[config.mk]
export PLATFORM = sky130hd
export DESIGN_NAME = rgba_pixel_blend_unit_top
export DESIGN_NICKNAME = d
export VERILOG_FILES = /design/src/hw/rtl/rpbu_pkg.sv /design/src/hw/rtl/rgba_pixel_blend_unit_top.sv
export SDC_FILE = /design/constraint.sdc
export NUM_CORES = 1
export LEC_CHECK = 0
export ABC_AREA = 1
export BUFFER_PORTS_ARGS = -buffer_cell sky130_fd_sc_hd__buf_4
export CAP_MARGIN = 20
export CORE_MARGIN = 2
export CORE_UTILIZATION = 55
export DETAILED_ROUTE_END_ITERATION = 8
export PLACE_DENSITY = 0.73
export SYNTH_ARGS = -nofsm -noshare
export SYNTH_HDL_FRONTEND = slang
export SYNTH_SLANG_ARGS = --single-unit
[constraint.sdc]
create_clock -name i_clk -period 10.1 [get_ports i_clk]
set_input_delay 2.02 -clock i_clk [delete_from_list [all_inputs] [get_ports i_clk]]
set_output_delay 2.02 -clock i_clk [all_outputs]
set_load 0.1 [all_outputs]
[src/hw/rtl/rpbu_pkg.sv]
// rpbu_pkg: shared types, operation codes and a helper for the ARGB8888 pixel blend unit.
// Depends on nothing; used by rgba_pixel_blend_unit_top.
`timescale 1ns / 1ps

package rpbu_pkg;

    localparam int unsigned PIXEL_W  = 32;
    localparam int unsigned CHAN_W   = 8;
    localparam int unsigned NUM_CHAN = 4;
    localparam int unsigned PROD_W   = 2 * CHAN_W;
    localparam int unsigned MODE_W   = 4;
    localparam int unsigned RGB_W    = 24;
    localparam int unsigned CFG_IDX_W  = 2;
    localparam int unsigned CFG_DATA_W = 24;

    localparam logic [PIXEL_W-1:0] COLOR_MASK = 32'h00ff_ffff;
    localparam logic [PIXEL_W-1:0] ALPHA_MASK = 32'hff00_0000;
    localparam logic [CHAN_W-1:0]  CH_MAX     = 8'd255;

    typedef logic [MODE_W-1:0]    t_op_mode;
    typedef logic [CFG_IDX_W-1:0] t_cfg_idx;

    localparam t_op_mode OP_COPY        = 4'd0;
    localparam t_op_mode OP_BLEND       = 4'd1;
    localparam t_op_mode OP_MOD_ALPHA   = 4'd2;
    localparam t_op_mode OP_MOD_COLOR   = 4'd3;
    localparam t_op_mode OP_CONST_ALPHA = 4'd4;
    localparam t_op_mode OP_SRC_ALPHA   = 4'd5;
    localparam t_op_mode OP_CONST_COLOR = 4'd6;
    localparam t_op_mode OP_SRC_COLOR   = 4'd7;
    localparam t_op_mode OP_INVERT      = 4'd8;
    localparam t_op_mode OP_INV_ALPHA   = 4'd9;
    localparam t_op_mode OP_SHARPEN     = 4'd10;

    localparam t_cfg_idx CFG_OP_MODE       = 2'd0;
    localparam t_cfg_idx CFG_CONST_ALPHA   = 2'd1;
    localparam t_cfg_idx CFG_CONST_RGB     = 2'd2;
    localparam t_cfg_idx CFG_SHARPEN_LEVEL = 2'd3;

    localparam t_op_mode         RST_OP_MODE       = OP_COPY;
    localparam logic [CHAN_W-1:0] RST_CONST_ALPHA   = 8'd255;
    localparam logic [RGB_W-1:0]  RST_CONST_RGB     = 24'd0;
    localparam logic [CHAN_W-1:0] RST_SHARPEN_LEVEL = 8'd128;

    // exact floor(x / 255) for any x up to 65279, which covers every product of two 8-bit values
    function automatic logic [CHAN_W-1:0] div255(input logic [PROD_W-1:0] x);
        logic [PROD_W:0] t;
        t = {1'b0, x} + {{(PROD_W-CHAN_W+1){1'b0}}, x[PROD_W-1:CHAN_W]} + 1'b1;
        return t[PROD_W-1:CHAN_W];
    endfunction

endpackage

[src/hw/rtl/rgba_pixel_blend_unit_top.sv]
// rgba_pixel_blend_unit_top: per-pixel ARGB8888 operation unit, two register stages.
// Depends on rpbu_pkg for widths, operation codes and the divide-by-255 helper.
`timescale 1ns / 1ps

// Usage
//   Input channel (i_in_valid / o_in_ready) carries one source and one destination
//   pixel per transaction; output channel (o_out_valid / i_out_ready) returns one
//   result pixel per transaction, in order.
//   Configuration: pulse i_cfg_we with i_cfg_idx and i_cfg_data; index 0 op_mode,
//   1 const_alpha, 2 const_rgb, 3 sharpen_level. Write only while the unit is idle.
//   Pipeline: input register, then result register with the channel multipliers
//   and divide-by-255 between them; o_out_valid is set when the result register loads.
//   Throughput: one transaction per cycle unless the output stalls; each of the four
//   channel lanes has one combinational 8x8 multiply pair and constant divide.
//   Reset: drops both stages, registers return to copy mode, const_alpha 255,
//   const_rgb 0, sharpen_level 128.
//   Stall: with i_out_ready low the result holds; one more transaction still enters
//   the input register, after which o_in_ready drops until the output drains.
module rgba_pixel_blend_unit_top (
    input  logic                                i_clk,
    input  logic                                i_rst_n,
    input  logic                                i_cfg_we,
    input  logic [rpbu_pkg::CFG_IDX_W-1:0]      i_cfg_idx,
    input  logic [rpbu_pkg::CFG_DATA_W-1:0]     i_cfg_data,
    input  logic                                i_in_valid,
    output logic                                o_in_ready,
    input  logic [rpbu_pkg::PIXEL_W-1:0]        i_src_pixel,
    input  logic [rpbu_pkg::PIXEL_W-1:0]        i_dst_pixel,
    output logic                                o_out_valid,
    input  logic                                i_out_ready,
    output logic [rpbu_pkg::PIXEL_W-1:0]        o_out_pixel
);

    localparam int unsigned CW = rpbu_pkg::CHAN_W;
    localparam int unsigned PW = rpbu_pkg::PROD_W;

    rpbu_pkg::t_op_mode             r_op_mode;
    logic [CW-1:0]                  r_const_alpha;
    logic [rpbu_pkg::RGB_W-1:0]     r_const_rgb;
    logic [CW-1:0]                  r_sharpen_level;

    logic                           r_in_valid;
    logic [rpbu_pkg::PIXEL_W-1:0]   r_src;
    logic [rpbu_pkg::PIXEL_W-1:0]   r_dst;
    logic                           r_out_valid;
    logic [rpbu_pkg::PIXEL_W-1:0]   r_out_pixel;
    logic [rpbu_pkg::PIXEL_W-1:0]   n_out_pixel;

    logic                           w_out_free;
    logic                           w_advance;
    logic [CW-1:0]                  w_lane [rpbu_pkg::NUM_CHAN];
    logic [CW-1:0]                  w_sa;
    logic [CW-1:0]                  w_da;

    assign w_sa        = r_src[rpbu_pkg::PIXEL_W-1 -: CW];
    assign w_da        = r_dst[rpbu_pkg::PIXEL_W-1 -: CW];
    assign w_out_free  = !r_out_valid || i_out_ready;
    assign w_advance   = r_in_valid && w_out_free;
    assign o_in_ready  = !r_in_valid || w_out_free;
    assign o_out_valid = r_out_valid;
    assign o_out_pixel = r_out_pixel;

    always_ff @(posedge i_clk) begin
        if (!i_rst_n) begin
            r_op_mode       <= rpbu_pkg::RST_OP_MODE;
            r_const_alpha   <= rpbu_pkg::RST_CONST_ALPHA;
            r_const_rgb     <= rpbu_pkg::RST_CONST_RGB;
            r_sharpen_level <= rpbu_pkg::RST_SHARPEN_LEVEL;
        end else if (i_cfg_we) begin
            unique case (i_cfg_idx)
                rpbu_pkg::CFG_OP_MODE: begin
                    r_op_mode <= i_cfg_data[rpbu_pkg::MODE_W-1:0];
                end
                rpbu_pkg::CFG_CONST_ALPHA: begin
                    r_const_alpha <= i_cfg_data[CW-1:0];
                end
                rpbu_pkg::CFG_CONST_RGB: begin
                    r_const_rgb <= i_cfg_data[rpbu_pkg::RGB_W-1:0];
                end
                rpbu_pkg::CFG_SHARPEN_LEVEL: begin
                    r_sharpen_level <= i_cfg_data[CW-1:0];
                end
                default: begin
                end
            endcase
        end
    end

    // input stage
    always_ff @(posedge i_clk) begin
        if (!i_rst_n) begin
            r_in_valid <= 1'b0;
        end else if (o_in_ready) begin
            r_in_valid <= i_in_valid;
        end
    end

    always_ff @(posedge i_clk) begin
        if (i_in_valid && o_in_ready) begin
            r_src <= i_src_pixel;
            r_dst <= i_dst_pixel;
        end
    end

    // channel lanes: d*fa + s*fb, then divide by 255
    always_comb begin
        logic [CW-1:0] sk;
        logic [CW-1:0] dk;
        logic [CW-1:0] fa;
        logic [CW-1:0] fb;
        logic [PW-1:0] sum;
        for (int k = 0; k < rpbu_pkg::NUM_CHAN; k++) begin
            sk = r_src[k*CW +: CW];
            dk = r_dst[k*CW +: CW];
            if (r_op_mode == rpbu_pkg::OP_BLEND) begin
                fa = rpbu_pkg::CH_MAX - w_sa;
                fb = w_sa;
            end else if (r_op_mode == rpbu_pkg::OP_MOD_ALPHA) begin
                fa = w_sa;
                fb = '0;
            end else begin
                fa = sk;
                fb = '0;
            end
            sum = PW'(dk * fa) + PW'(sk * fb);
            w_lane[k] = rpbu_pkg::div255(sum);
        end
    end

    always_comb begin
        unique case (r_op_mode)
            rpbu_pkg::OP_COPY: begin
                n_out_pixel = r_src;
            end
            rpbu_pkg::OP_BLEND: begin
                n_out_pixel = {(w_sa > w_da) ? w_sa : w_da, w_lane[2], w_lane[1], w_lane[0]};
            end
            rpbu_pkg::OP_MOD_ALPHA, rpbu_pkg::OP_MOD_COLOR: begin
                n_out_pixel = {w_lane[3], w_lane[2], w_lane[1], w_lane[0]};
            end
            rpbu_pkg::OP_CONST_ALPHA: begin
                n_out_pixel = {r_const_alpha, r_dst[rpbu_pkg::RGB_W-1:0]};
            end
            rpbu_pkg::OP_SRC_ALPHA: begin
                n_out_pixel = (r_dst & rpbu_pkg::COLOR_MASK) | (r_src & rpbu_pkg::ALPHA_MASK);
            end
            rpbu_pkg::OP_CONST_COLOR: begin
                n_out_pixel = {w_da, r_const_rgb};
            end
            rpbu_pkg::OP_SRC_COLOR: begin
                n_out_pixel = (r_dst & rpbu_pkg::ALPHA_MASK) | (r_src & rpbu_pkg::COLOR_MASK);
            end
            rpbu_pkg::OP_INVERT: begin
                n_out_pixel = ~r_dst;
            end
            rpbu_pkg::OP_INV_ALPHA: begin
                n_out_pixel = r_dst ^ rpbu_pkg::ALPHA_MASK;
            end
            rpbu_pkg::OP_SHARPEN: begin
                n_out_pixel = {(w_da >= r_sharpen_level) ? rpbu_pkg::CH_MAX : CW'(0),
                               r_dst[rpbu_pkg::RGB_W-1:0]};
            end
            default: begin
                n_out_pixel = r_dst;
            end
        endcase
    end

    // result stage
    always_ff @(posedge i_clk) begin
        if (!i_rst_n) begin
            r_out_valid <= 1'b0;
        end else if (w_out_free) begin
            r_out_valid <= r_in_valid;
        end
    end

    always_ff @(posedge i_clk) begin
        if (w_advance) begin
            r_out_pixel <= n_out_pixel;
        end
    end

    a_full_blocks_input: assert property (@(posedge i_clk) disable iff (!i_rst_n)
        (r_in_valid && r_out_valid && !i_out_ready) |-> !o_in_ready)
        else $error("input accepted while both stages are full and stalled");

    a_advance_fills_output: assert property (@(posedge i_clk) disable iff (!i_rst_n)
        w_advance |=> r_out_valid)
        else $error("transaction moved to result stage but output not valid");

    a_held_input_stable: assert property (@(posedge i_clk) disable iff (!i_rst_n)
        (r_in_valid && !w_advance) |=> (r_in_valid && $stable(r_src) && $stable(r_dst)))
        else $error("held input stage lost or changed");

    a_copy_passes_source: assert property (@(posedge i_clk) disable iff (!i_rst_n)
        (w_advance && r_op_mode == rpbu_pkg::OP_COPY) |=> (r_out_pixel == $past(r_src)))
        else $error("copy mode result differs from source pixel");

    a_invert_result: assert property (@(posedge i_clk) disable iff (!i_rst_n)
        (w_advance && r_op_mode == rpbu_pkg::OP_INVERT) |=> (r_out_pixel == ~$past(r_dst)))
        else $error("invert mode result differs from inverted destination");

endmodule
### Word-level counts from Yosys, hierarchy flattened

Index checks and enable logic that the tools add are counted.
W data, S select, Z words.

* memory bits (writable): 0
* word-level logic and storage cells: 73
* input bits: 95
* ROM bits: 0
* latch bits: 0
* register bits: 142
* output and inout bits: 34
* memories kept: 0

* add/subtract/negate cells: 13
* multiplexer cells: 11
* $lt $le $gt $ge: 2
* reduce and logical (&&, ||, !) cells: 13
* divide/modulo/power cells: 0
* shifts and indexed selects: 0
* $mul: 8
* bitwise operators: 4
* equal/unequal tests: 13

Operator list (number)
* $pmux W32 S10: 1
* $mul A8 B8 Y16: 8
* $mux W8: 10
* $add A16 B1 Y16 const B: 4
* $add A16 B16 Y16: 4
* $add A16 B8 Y16: 4
* $not A32 Y32: 1
* $or A24 B32 Y32: 1
* $or A32 B24 Y32: 1
* $eq A4 B3 Y1 const B: 4
* $eq A4 B4 Y1 const B: 3
* $eq A4 B2 Y1 const B: 2
* $ge A8 B8 Y1: 1
* $gt A8 B8 Y1: 1
* $not A8 Y8: 1
* $reduce_and A2 Y1: 4
* $sub A8 B8 Y8 const A: 1
* $eq A2 B2 Y1 const B: 2
* $eq A4 B1 Y1 const B: 1
* $logic_not A4 Y1: 1
* $eq A2 B1 Y1 const B: 1
* $logic_and A1 B1 Y1: 2
* $logic_not A1 Y1: 2
* $logic_not A2 Y1: 1
* other kinds (2): 3

### Depth between registers and ports, before layout

* word-level depth: 8
* depth in mapped cells: 44

### Least setup slack after synthesis

Ideal clock, no wire load.

* kind: register to register
* start: register r_op_mode[0]
* end: register r_out_pixel (netlist bit o_out_pixel[16]) (data pin)
* path buffers: 1
* stages on the path, launching flop included: 37
* path slack: 2.815 ns
* arrival time: 7.010 ns
* library setup time: 0.275 ns
* cell sequence: dfxtp_1 inv_1 nor2_1 inv_1 nor2_2 inv_2 buf_1 nand2_1 nand2_1 inv_1 nand2_1 fa_1 fa_1 inv_1 fa_1 fa_1 fa_1 inv_1 fa_1 inv_1 ha_1 a21oi_1 nor2_1 nor2_1 nand3_1 nand2_1 inv_1 ha_1 a21oi_1 a21boi_0 nand2_1 nand3_1 nand3_1 nand2_1 nand2_1 nand3_1 a22oi_1

* longest elaborated chain between the ends: 8
* elaborated cells between the ends (all ways): 21
* those cells by class: add/sub (3); mul (2); eq/ne (10); mux (4); reduce/logical (2)

RTL lines
* from (decl): RTL line rgba_pixel_blend_unit_top.sv:37 `rpbu_pkg::t_op_mode r_op_mode;`
* from (signal assigned): RTL line rgba_pixel_blend_unit_top.sv:65 `r_op_mode <= rpbu_pkg::RST_OP_MODE;`
* from (signal assigned): RTL line rgba_pixel_blend_unit_top.sv:72 `r_op_mode <= i_cfg_data[rpbu_pkg::MODE_W-1:0];`
* $eq A4 B2 Y1: RTL line rgba_pixel_blend_unit_top.sv:118, rgba_pixel_blend_unit_top.sv:131
* $mux W8: RTL line rgba_pixel_blend_unit_top.sv:118 `end else if (r_op_mode == rpbu_pkg::OP_MOD_ALPHA) begin`
* $mux W8: RTL line rgba_pixel_blend_unit_top.sv:115 `if (r_op_mode == rpbu_pkg::OP_BLEND) begin`
* $mul A8 B8 Y16: RTL line rgba_pixel_blend_unit_top.sv:125 `sum = PW'(dk * fa) + PW'(sk * fb);`
* $add A16 B16 Y16: RTL line rgba_pixel_blend_unit_top.sv:125
* $add A16 B8 Y16: RTL line rpbu_pkg.sv:48 `t = {1'b0, x} + {{(PROD_W-CHAN_W+1){1'b0}}, x[PROD_W-1:CHAN_W]} + 1'b1;`
* $add A16 B1 Y16: RTL line rpbu_pkg.sv:48
* $pmux W32 S10 (*): RTL line rgba_pixel_blend_unit_top.sv:131 `unique case (r_op_mode)`
* named net n_out_pixel (one bit): RTL line rgba_pixel_blend_unit_top.sv:47 `logic [rpbu_pkg::PIXEL_W-1:0] n_out_pixel;`
* to (signal assigned): RTL line rgba_pixel_blend_unit_top.sv:180 `r_out_pixel <= n_out_pixel;`
* to (decl): RTL line rgba_pixel_blend_unit_top.sv:46 `logic [rpbu_pkg::PIXEL_W-1:0] r_out_pixel;`

The timed path passes the listed nets; every way through them passes the cells marked *.
A chain may end at the register's enable or synchronous reset.

### Worst setup path after layout

* start: register r_op_mode[0]
* end: register r_out_pixel (netlist bit o_out_pixel[0]) (data pin)

The elaborated chain is that of the path after synthesis.

==> impl_metrics.env <==
export IMPL_finClkSkew_ns=0.0266
export IMPL_status="finished, final reports clean"
export IMPL_synth_top_family_by_area="adder cells"
export IMPL_grt_pass1_wl_mm=124
export IMPL_finalSetupViolations=0
export IMPL_ys_seq_area_frac=0.136
export IMPL_yosys_area_top_type="fa_1"
export IMPL_netlist_instances=3820
export IMPL_fp_dieW_um=229
export IMPL_tns_ns=0
export IMPL_path_class="flip-flop to flip-flop"
export IMPL_cp_arrival_ns=8.72
export IMPL_ios=129
export IMPL_drt_pass1_iter_count=6
export IMPL_areaGrowthSynthToFinish_pct=7.68
export IMPL_yosys_register_bits=142
export IMPL_critPathMaxFanout=28
export IMPL_portBuffers=128
export IMPL_worstPathRequired_ns=10.40
export IMPL_grt_usage=0.299
export IMPL_synth_fa_ha_area_frac=0.412
export IMPL_nets=4663
export IMPL_slew_headroom=0.275
export IMPL_syn_nets=4603
export IMPL_timing_final_max_slew_violations=0
export IMPL_worst_path_max_delay_cell="fa_1"
export IMPL_fillCellCount=4738
export IMPL_path_common_cell="inv_1"
export IMPL_synthArstFlopShare=0
export IMPL_holdBufCountCts=0
export IMPL_clk_pin_slew_ns=0.09
export IMPL_stdcell_count=4565
export IMPL_vias_per_cell=5.26
export IMPL_worst_slack_ns=1.68
export IMPL_drt_total_wl_mm=75.1
export IMPL_cts_tree="yes"
export IMPL_netlist_area_um2=27900
export IMPL_hold_violations=0
export IMPL_dp_cells=4533
export IMPL_final_layout_size_suffix_gt1_frac=0.0642
export IMPL_diodes=0
export IMPL_clock_root_buffer="clkbuf_16"
export IMPL_synth_ff_type="edfxtp_1"
export IMPL_worst_pin_slew_ns=1.08
export IMPL_worstSetupStartpointType="flip-flop"
export IMPL_dp_slack_ns=1.81
export IMPL_ys_types=47
export IMPL_synth_mux_area_frac=0
export IMPL_place_congestion=0.967
export IMPL_vias=23995
export IMPL_grt_overflow=0
export IMPL_antenna_left=0
export IMPL_drt_iter0_drc=2283
export IMPL_synth_compound_area_frac=0.0644
export IMPL_die_area_um2=52500
export IMPL_cts_resized_gates=0
export IMPL_fp_coreArea_um2=50100
export IMPL_rsz0062_at_grt="no"
export IMPL_drv_cap=0
export IMPL_dpl_hpwl_mm=59.9
export IMPL_netlist_area_leader_share=0.276
export IMPL_clock_latency_ns=0.51
export IMPL_clkSinkCount=142
export IMPL_grt_start_max_net_pins=49
export IMPL_ys_warnings_count=0
export IMPL_place_area_um2=29500
export IMPL_wl_per_cell_um=16.5
export IMPL_die_y_um=229
export IMPL_period_minus_slack_ns=8.42
export IMPL_h_tree_depth=4
export IMPL_synth_enable_flop_cells=96
export IMPL_avgSynthCellArea_um2=7.30
export IMPL_grt_pass1_vias=24035
export IMPL_final_area_um2=30000
export IMPL_initial_core_util=0.557
export IMPL_route_detailed_drc=0
export IMPL_synth_xor_area_share=0.00897
export IMPL_postCtsSetupBuffers=0
export IMPL_fmax_mhz=119
export IMPL_synth_simple_gate_area_frac=0.219
export IMPL_fin_crit_sh=0.834
export IMPL_hold_path_class="flip-flop to flip-flop"
export IMPL_grt_antenna_before_repair=0
export IMPL_rows=82
export IMPL_synthTopCellsByArea="fa_1 28%, inv_1 14%, ha_1 14%, nand2_1 12%, edfxtp_1 10%"
export IMPL_max_stage_delay_ns=0.51
export IMPL_cts_made_buffers=17
export IMPL_endpoint_kind="flip-flop"
export IMPL_cts_buffer_depth=2
[logic make-up after synthesis]
| kind of cell | count (synthesis) |
|---|---|
| AND/OR/NAND/NOR | 1470 |
| XOR/XNOR | 26 |
| buffers and inverters | 1179 |
| adder cells (fa/ha/maj) | 688 |
| AO/OA/AOI/OAI | 315 |
| flip-flops | 142 |
[layout make-up]
class                   instances  area (um2)  area share
multi-input cells            2499       19700       0.655
inverters                    1066        4000       0.133
flip-flops and latches        142        3800       0.127
repair buffers                154        1160      0.0385
well taps                     672         841      0.0280
clock buffers                  17         425      0.0142
clock inverters                15         140     0.00467
[sequential cells by signal, summed over array words and instances (netlist names)]
signal and flops:
o_out_pixel 32, r_dst 32, r_src 32, r_const_rgb 24
r_const_alpha 8, r_sharpen_level 8, r_op_mode 4, o_out_valid 1
r_in_valid 1
[Yosys cell counts, types with 11 or more instances]
cell type,n
dfxtp_1,46
clkbuf_1,91
nand3b_1,21
nor3_1,13
nor2_1,251
fa_1,384
ha_1,304
o21ai_0,106
edfxtp_1,96
xor2_1,14
o2111ai_1,24
nand4_1,27
inv_1,1063
a21oi_1,140
nor2_2,11
nand2_1,921
nand3_1,182
buf_1,12
nand2_2,23
[critical path, delay by kind of cell (launching register included)]
kind,cells,cell delay (ns)
DFF,1,0.37
and+or+nand+nor,12,1.89
buffers and inverters,9,1.02
AOI/OAI and AO/OA,6,1.36
adders and majority gates,8,3.58
[final timing paths]
path | startpoint | endpoint | slack [ns] | depth (start not counted)
worst max-delay path | r_op_mode[0]$_SDFFE_PN0P_ | o_out_pixel[0]$_DFFE_PP_ | 1.68 | 35
worst min-delay path | r_const_rgb[12]$_SDFFE_PN0P_ | r_const_rgb[12]$_SDFFE_PN0P_ | 0.45 | 2
worst max register to register | r_op_mode[0]$_SDFFE_PN0P_ | o_out_pixel[0]$_DFFE_PP_ | 1.68 | 35
worst min register to register | r_const_rgb[12]$_SDFFE_PN0P_ | r_const_rgb[12]$_SDFFE_PN0P_ | 0.45 | 2
[stage by stage]
stage          utilization  hold WS [ns]
6_report             0.600         0.450
5_1_grt              0.600         0.464
4_1_cts              0.600         0.448
3_5_place_dp         0.588         0.438
3_3_place_gp         0.588         0.433
2_1_floorplan            -         0.423
[placed cells by master, fill, tap and decap left out, drive strengths merged, types with 9 or more instances in the layout]
master   synthesis  final
a22oi           10     10
nand3          190    190
fa             384    384
ha             304    304
xor2            17     17
o2111ai         24     24
inv           1066   1077
a21oi          141    141
dfxtp           46     46
nor2           263    263
nand2          944    944
clkbuf          99     17
xnor2            9      9
nand3b          22     22
o21ai          111    111
edfxtp          96     96
nor3            15     15
buf             14    154
nand4           28     28
[per-layer routing]
| layer | vias to the layer above | global-route usage | wire (um) |
|---|---|---|---|
| li1 | 11527 | - | - |
| met1 | 11226 | 0.413 | 32600 |
| met2 | 1069 | 0.467 | 32500 |
| met3 | 173 | 0.0671 | 7390 |
| met4 | 0 | 0.102 | 2570 |
| met5 | - | 0 | 0 |
Power is not shown: default switching activity piles up to over one toggle a cycle in this logic, so the estimate is an artifact.
